$ cat config.mk
export PLATFORM = sky130hd
export DESIGN_NAME = gcd_isqrt
export DESIGN_NICKNAME = d
export VERILOG_FILES = /design/src/sv/gcd_pkg.sv /design/src/sv/gcd_isqrt.sv
export SDC_FILE = /design/constraint.sdc
export NUM_CORES = 2
export LEC_CHECK = 0
export ABC_CLOCK_PERIOD_IN_PS = 3400
export BUFFER_PORTS_ARGS = -buffer_cell sky130_fd_sc_hd__clkbuf_2
export CORE_MARGIN = 10
export CORE_UTILIZATION = 50
export DETAILED_ROUTE_END_ITERATION = 12
export HOLD_SLACK_MARGIN = 0.06
export PLACE_DENSITY = 0.68
export SYNTH_ARGS = -nofsm -noshare
export SYNTH_HDL_FRONTEND = slang
export SYNTH_MEMORY_MAX_BITS = 65536
export SYNTH_SLANG_ARGS = --single-unit
$ cat constraint.sdc
create_clock -name clock -period 3.4 [get_ports clock]
set_clock_uncertainty 0.05 [all_clocks]
set_input_delay 0.34 -clock clock [delete_from_list [all_inputs] [get_ports clock]]
set_output_delay 0.34 -clock clock [all_outputs]
set_load 0.05 [all_outputs]
$ cat src/sv/gcd_pkg.sv
// Shared types, constants and fixed-point helpers of the great-circle distance block.
// Used by gcd_isqrt and great_circle_distance; depends on nothing else.
package gcd_pkg;

   localparam int ANGLE_BITS_DEF = 32;
   localparam int ISQRT_NW_DEF = 64;

   localparam logic [31:0] PI_Q30 = 32'd3373259426;
   localparam logic [32:0] HALF_PI_Q30 = 33'd1686629713;
   localparam logic [30:0] Q_ONE = 31'h4000_0000;
   localparam logic [22:0] RADIUS_RESET = 23'd6378100;

   typedef struct packed {
      logic advance;
      logic valid;
   } gcd_flow_type;

   typedef struct packed {
      logic [30:0]        x2;
      logic [30:0]        ts;
      logic [30:0]        tc;
      logic signed [32:0] ss;
      logic signed [32:0] cc;
      logic               sw;
   } gcd_tay_type;

   typedef struct packed {
      logic [60:0] rem;
      logic [32:0] dsr;
      logic [28:0] quo;
      logic        sw;
   } gcd_div_type;

   typedef struct packed {
      logic [30:0]        p;
      logic [30:0]        z2;
      logic signed [31:0] sum;
      logic               sw;
   } gcd_atan_type;

   function automatic logic [30:0] qmul(input logic [30:0] a, input logic [30:0] b);
      logic [61:0] pr;
      pr = 62'(a) * 62'(b) + 62'h2000_0000;
      return pr[60:30];
   endfunction

   function automatic logic [30:0] clamp_unit(input logic signed [32:0] v);
      logic [30:0] r;
      if (v < 0) begin
         r = '0;
      end else if (v > $signed({2'b00, Q_ONE})) begin
         r = Q_ONE;
      end else begin
         r = v[30:0];
      end
      return r;
   endfunction

endpackage

$ cat src/sv/gcd_isqrt.sv
// Pipelined floor integer square root, one root bit per register stage.
// Carries a sideband word and a valid flag alongside; uses gcd_pkg.
module gcd_isqrt
   import gcd_pkg::*;
#(
   parameter int NW = ISQRT_NW_DEF,
   parameter int SW = 1
) (
   input  logic                 clock,
   input  logic                 reset,
   input  gcd_flow_type         flow,
   input  logic [NW-1:0]        radicand,
   input  logic [SW-1:0]        side_in,
   output logic [(NW+1)/2-1:0]  root,
   output logic [SW-1:0]        side_out,
   output logic                 valid_out
);

   localparam int RW = (NW + 1) / 2;

   logic [RW:0]     rem_ff  [RW];
   logic [RW-1:0]   root_ff [RW];
   logic [2*RW-1:0] rad_ff  [RW];
   logic [SW-1:0]   side_ff [RW];
   logic            v_ff    [RW];

   for (genvar i = 0; i < RW; i++) begin : g_stage
      logic [RW:0]     rem_src;
      logic [RW-1:0]   root_src;
      logic [2*RW-1:0] rad_src;
      logic [SW-1:0]   side_src;
      logic            v_src;
      logic [RW+2:0]   rem_sh;
      logic [RW+2:0]   trial;
      logic [RW:0]     rem_in;
      logic [RW-1:0]   root_in;

      if (i == 0) begin : g_head
         assign rem_src  = '0;
         assign root_src = '0;
         assign rad_src  = (2*RW)'(radicand);
         assign side_src = side_in;
         assign v_src    = flow.valid;
      end else begin : g_tail
         assign rem_src  = rem_ff[i-1];
         assign root_src = root_ff[i-1];
         assign rad_src  = rad_ff[i-1];
         assign side_src = side_ff[i-1];
         assign v_src    = v_ff[i-1];
      end

      always_comb begin
         rem_sh = {rem_src, rad_src[2*RW-1 -: 2]};
         trial  = {1'b0, root_src, 2'b01};
         if (rem_sh >= trial) begin
            rem_in  = (RW+1)'(rem_sh - trial);
            root_in = {root_src[RW-2:0], 1'b1};
         end else begin
            rem_in  = rem_sh[RW:0];
            root_in = {root_src[RW-2:0], 1'b0};
         end
      end

      always_ff @(posedge clock) begin
         if (reset) begin
            v_ff[i] <= 1'b0;
         end else if (flow.advance) begin
            v_ff[i] <= v_src;
         end
      end

      always_ff @(posedge clock) begin
         if (flow.advance) begin
            rem_ff[i]  <= rem_in;
            root_ff[i] <= root_in;
            rad_ff[i]  <= rad_src << 2;
            side_ff[i] <= side_src;
         end
      end
   end

   assign root      = root_ff[RW-1];
   assign side_out  = side_ff[RW-1];
   assign valid_out = v_ff[RW-1];

endmodule

==> reports/qor.yml <==
synth:
  synth_cell_types: 103
  synth_enable_flop_cells: 2559
  synth_top_flop_cell: "edfxtp_1"
  yosys-top-cells-area: "edfxtp_1 65%, ha_1 5.9%, xor2_1 2.9%"
  synth-seq-cells: 2559
  synthCells: 9149
  syn_avg_cell_area_um2: 13.0
  yosys_warnings: 0
  mappedNetlistArea_um2: 119000
  async_reset_ff_frac: 0
  syn_nets: 9779
  synth_top_area_share: 0.646
  yosysSeqAreaShare: 0.646
  synth_top_area_cell: "edfxtp_1"
drt:
  top_layer: "met4"
  met3_length_mm: 9.81
  via_per_inst: 5.51
  drc: 0
  ant_nets: 0
  routed_wl_mm: 253
  wl_per_cell_um: 19.0
  dr.first_iter.drc_count: 5924
  via_count: 73600
  wl_met1_mm: 112
  drtPass1Iterations: 6
  route.met2.wl_mm: 124
clock_tree:
  cts_root_buffer: "clkbuf_16"
  clk_path_buf_depth: 4
  clkTransAtPathRegs_ns: 0.06
  htreeDepth: 5
  clock-sinks: 2559
  numCtsBuffers: 295
  clk_latency_ns: 0.93
  cts_tree: "done"
worst_setup_path:
  worstPathMaxFanout: 7
  required_ns: 3.98
  critPathBufInv: 0
  crit_path_start_kind: "flop"
  critical_path.cell_chain: "or4_4 > or4_4 > or4_4 > a211oi_4 > a31oi_1 > a31oi_2 > a2111o_1 > nor3_2 > xor2_1"
  crit_slowest_cell: "or4_4"
  reg2reg_depth: 9
  criticalPathCategory: "flop to flop"
  crit_top_cell: "or4_4"
  end_kind: "flop"
  arrival_ns: 3.96
  path_delay_family: "simple AND/OR/NAND/NOR gates"
  path_depth: 9
  slowest_delay_ns: 0.55
global_route:
  grt_overflow: 0
  grt_pass1_wl_mm: 399
  grtUsageTotal: 0.191
  first_global_vias: 73300
  grt_start_max_net_pins: 160
  antenna_found_initial: 2
pwr:
  p_total_w: 0.0929
  p_leak_nw: 54.0
  power_density_nw_per_um2: 669
  vdd_drop_max_uv: 658
layout:
  drive_gt1_frac: 0.137
  post-route-util: 0.588
  final_cell_mix: "2559 x edfxtp_1, 713 x inv_1, 595 x nand2_1, 565 x nor2_1, 542 x ha_1"
  stdcell_count: 13400
  mostFrequentLayoutCell: "edfxtp_1"
  syn_to_final_growth_pct: 16.7
  fillers: 18600
  nets: 10600
  design_area_um2: 139000
hold_path:
  hold_class: "input port to flop"
  hold_depth: 2
sta:
  post-route-period-util: 0.994
  worstMarginPinSlew_ns: 0.868
  drv_slew: 0
  setup_viol: 0
  max_slew_margin: 0.416
  final.setup.tns_ns: 0
  period_needed_ns: 3.38
  hold_viol: 0
  fmax_ghz: 0.296
  rsz0062_at_grt: "true"
run_status:
  outcome: "completed"
die:
  rows: 178
  core_area_um2: 236000
  start_util: 0.504
  fp.dieH_um: 508
  die-area_um2: 258000
  die-width_um: 508
  io_pins: 103
placement:
  placed_cell_area_um2: 127000
  place_congestion: 0.909
  place_inst: 12700
  dpl.hpwl_mm: 182
  portBuffers: 102
job:
  maxCapViolCount: 0
[layer usage]
metal	vias up	GRT usage
met3	501	0.0243
met4	0	0.0618
met1	35900	0.255
met2	1572	0.325
met5	-	0
li1	35700	-
[path summary, 6_finish.rpt]
path,startpoint,to,slack [ns]
setup reg to reg,rem_ff[0][387],rem_ff[0][420],0.02
hold reg to reg,rad_ff[0][591],rad_ff[0][655],0.34
setup / recovery,rem_ff[0][387],rem_ff[0][420],0.02
hold / removal,radicand[31],rad_ff[0][31],0.12
[cell families (layout without fill, tap and decap cells)]
group	Yosys count	count (layout)	synth area share
xor+xnor	775	775	0.0571
fa+ha+maj	561	561	0.0590
buf+inv	918	1984	0.0293
simple gates	2407	2407	0.101
other cells	1	3	0.0000315
flops	2559	2559	0.646
compound gates	1821	1821	0.0974
mux	107	107	0.00998
[timing repair]
item | 4_1_cts | 5_1_grt
setup buffers | 8 | 41
hold buffers | 126 | 0
endpoints found under the hold margin | 126 | 0
gates resized for setup | 37 | 223
pin swaps | 6 | 53
setup endpoints to repair | 130 | 438
gates cloned | 2 | 2
[flip-flops by register name, indices dropped and copies added, names as in the netlist]
name     flops
v_ff        32
rad_ff     992
rem_ff     975
root_ff    528
side_ff     32
[cell usage after synthesis (30+ instances only)]
library cell and n:
nor2_1 569, nor3_1 231, and3_1 58, o21a_1 103
nor2b_1 76, nand3b_1 32, o211ai_1 30, clkbuf_1 166
a211oi_1 44, inv_1 714, xor2_1 391, o21bai_1 50
a21oi_1 547, o21ai_0 416, a31oi_1 50, or2_2 47
or4_1 47, nand2b_1 101, a21o_1 267, o31ai_1 73
ha_1 561, mux2_2 82, nand4_1 93, and2_1 73
nand2_1 599, or3_1 95, xnor2_1 384, nand3_1 154
nor4_1 136, edfxtp_1 2559
[cell type report]
class                      instances  area (um2)  share of cell area
clock inverter                   153        1380             0.00994
inverter                         720        2700              0.0195
clock buffer                     350        7650              0.0551
sequential                      2559       76800               0.554
multi-input combinational       5672       39900               0.287
antenna                            2        5.00           0.0000361
timing repair buffer             761        6410              0.0462
tap                             3150        3940              0.0284
[per-stage QoR]
stage	hold WS [ns]	worst slack [ns]
after floorplan	0.350	0.0197
after global placement	0.350	-0.553
after detailed placement	0.355	-0.474
after CTS	0.0600	0.0000906
after global routing	0.0853	-0.107
final	0.125	0.0215
[report_power, final]
part | switching [W] | internal (W) | total, W
logic | 0.0116 | 0.00909 | 0.0207
registers | 0.00263 | 0.0398 | 0.0424
clock network | 0.0120 | 0.0177 | 0.0298
total | 0.0262 | 0.0667 | 0.0929
(Power assumes the default switching activity.)
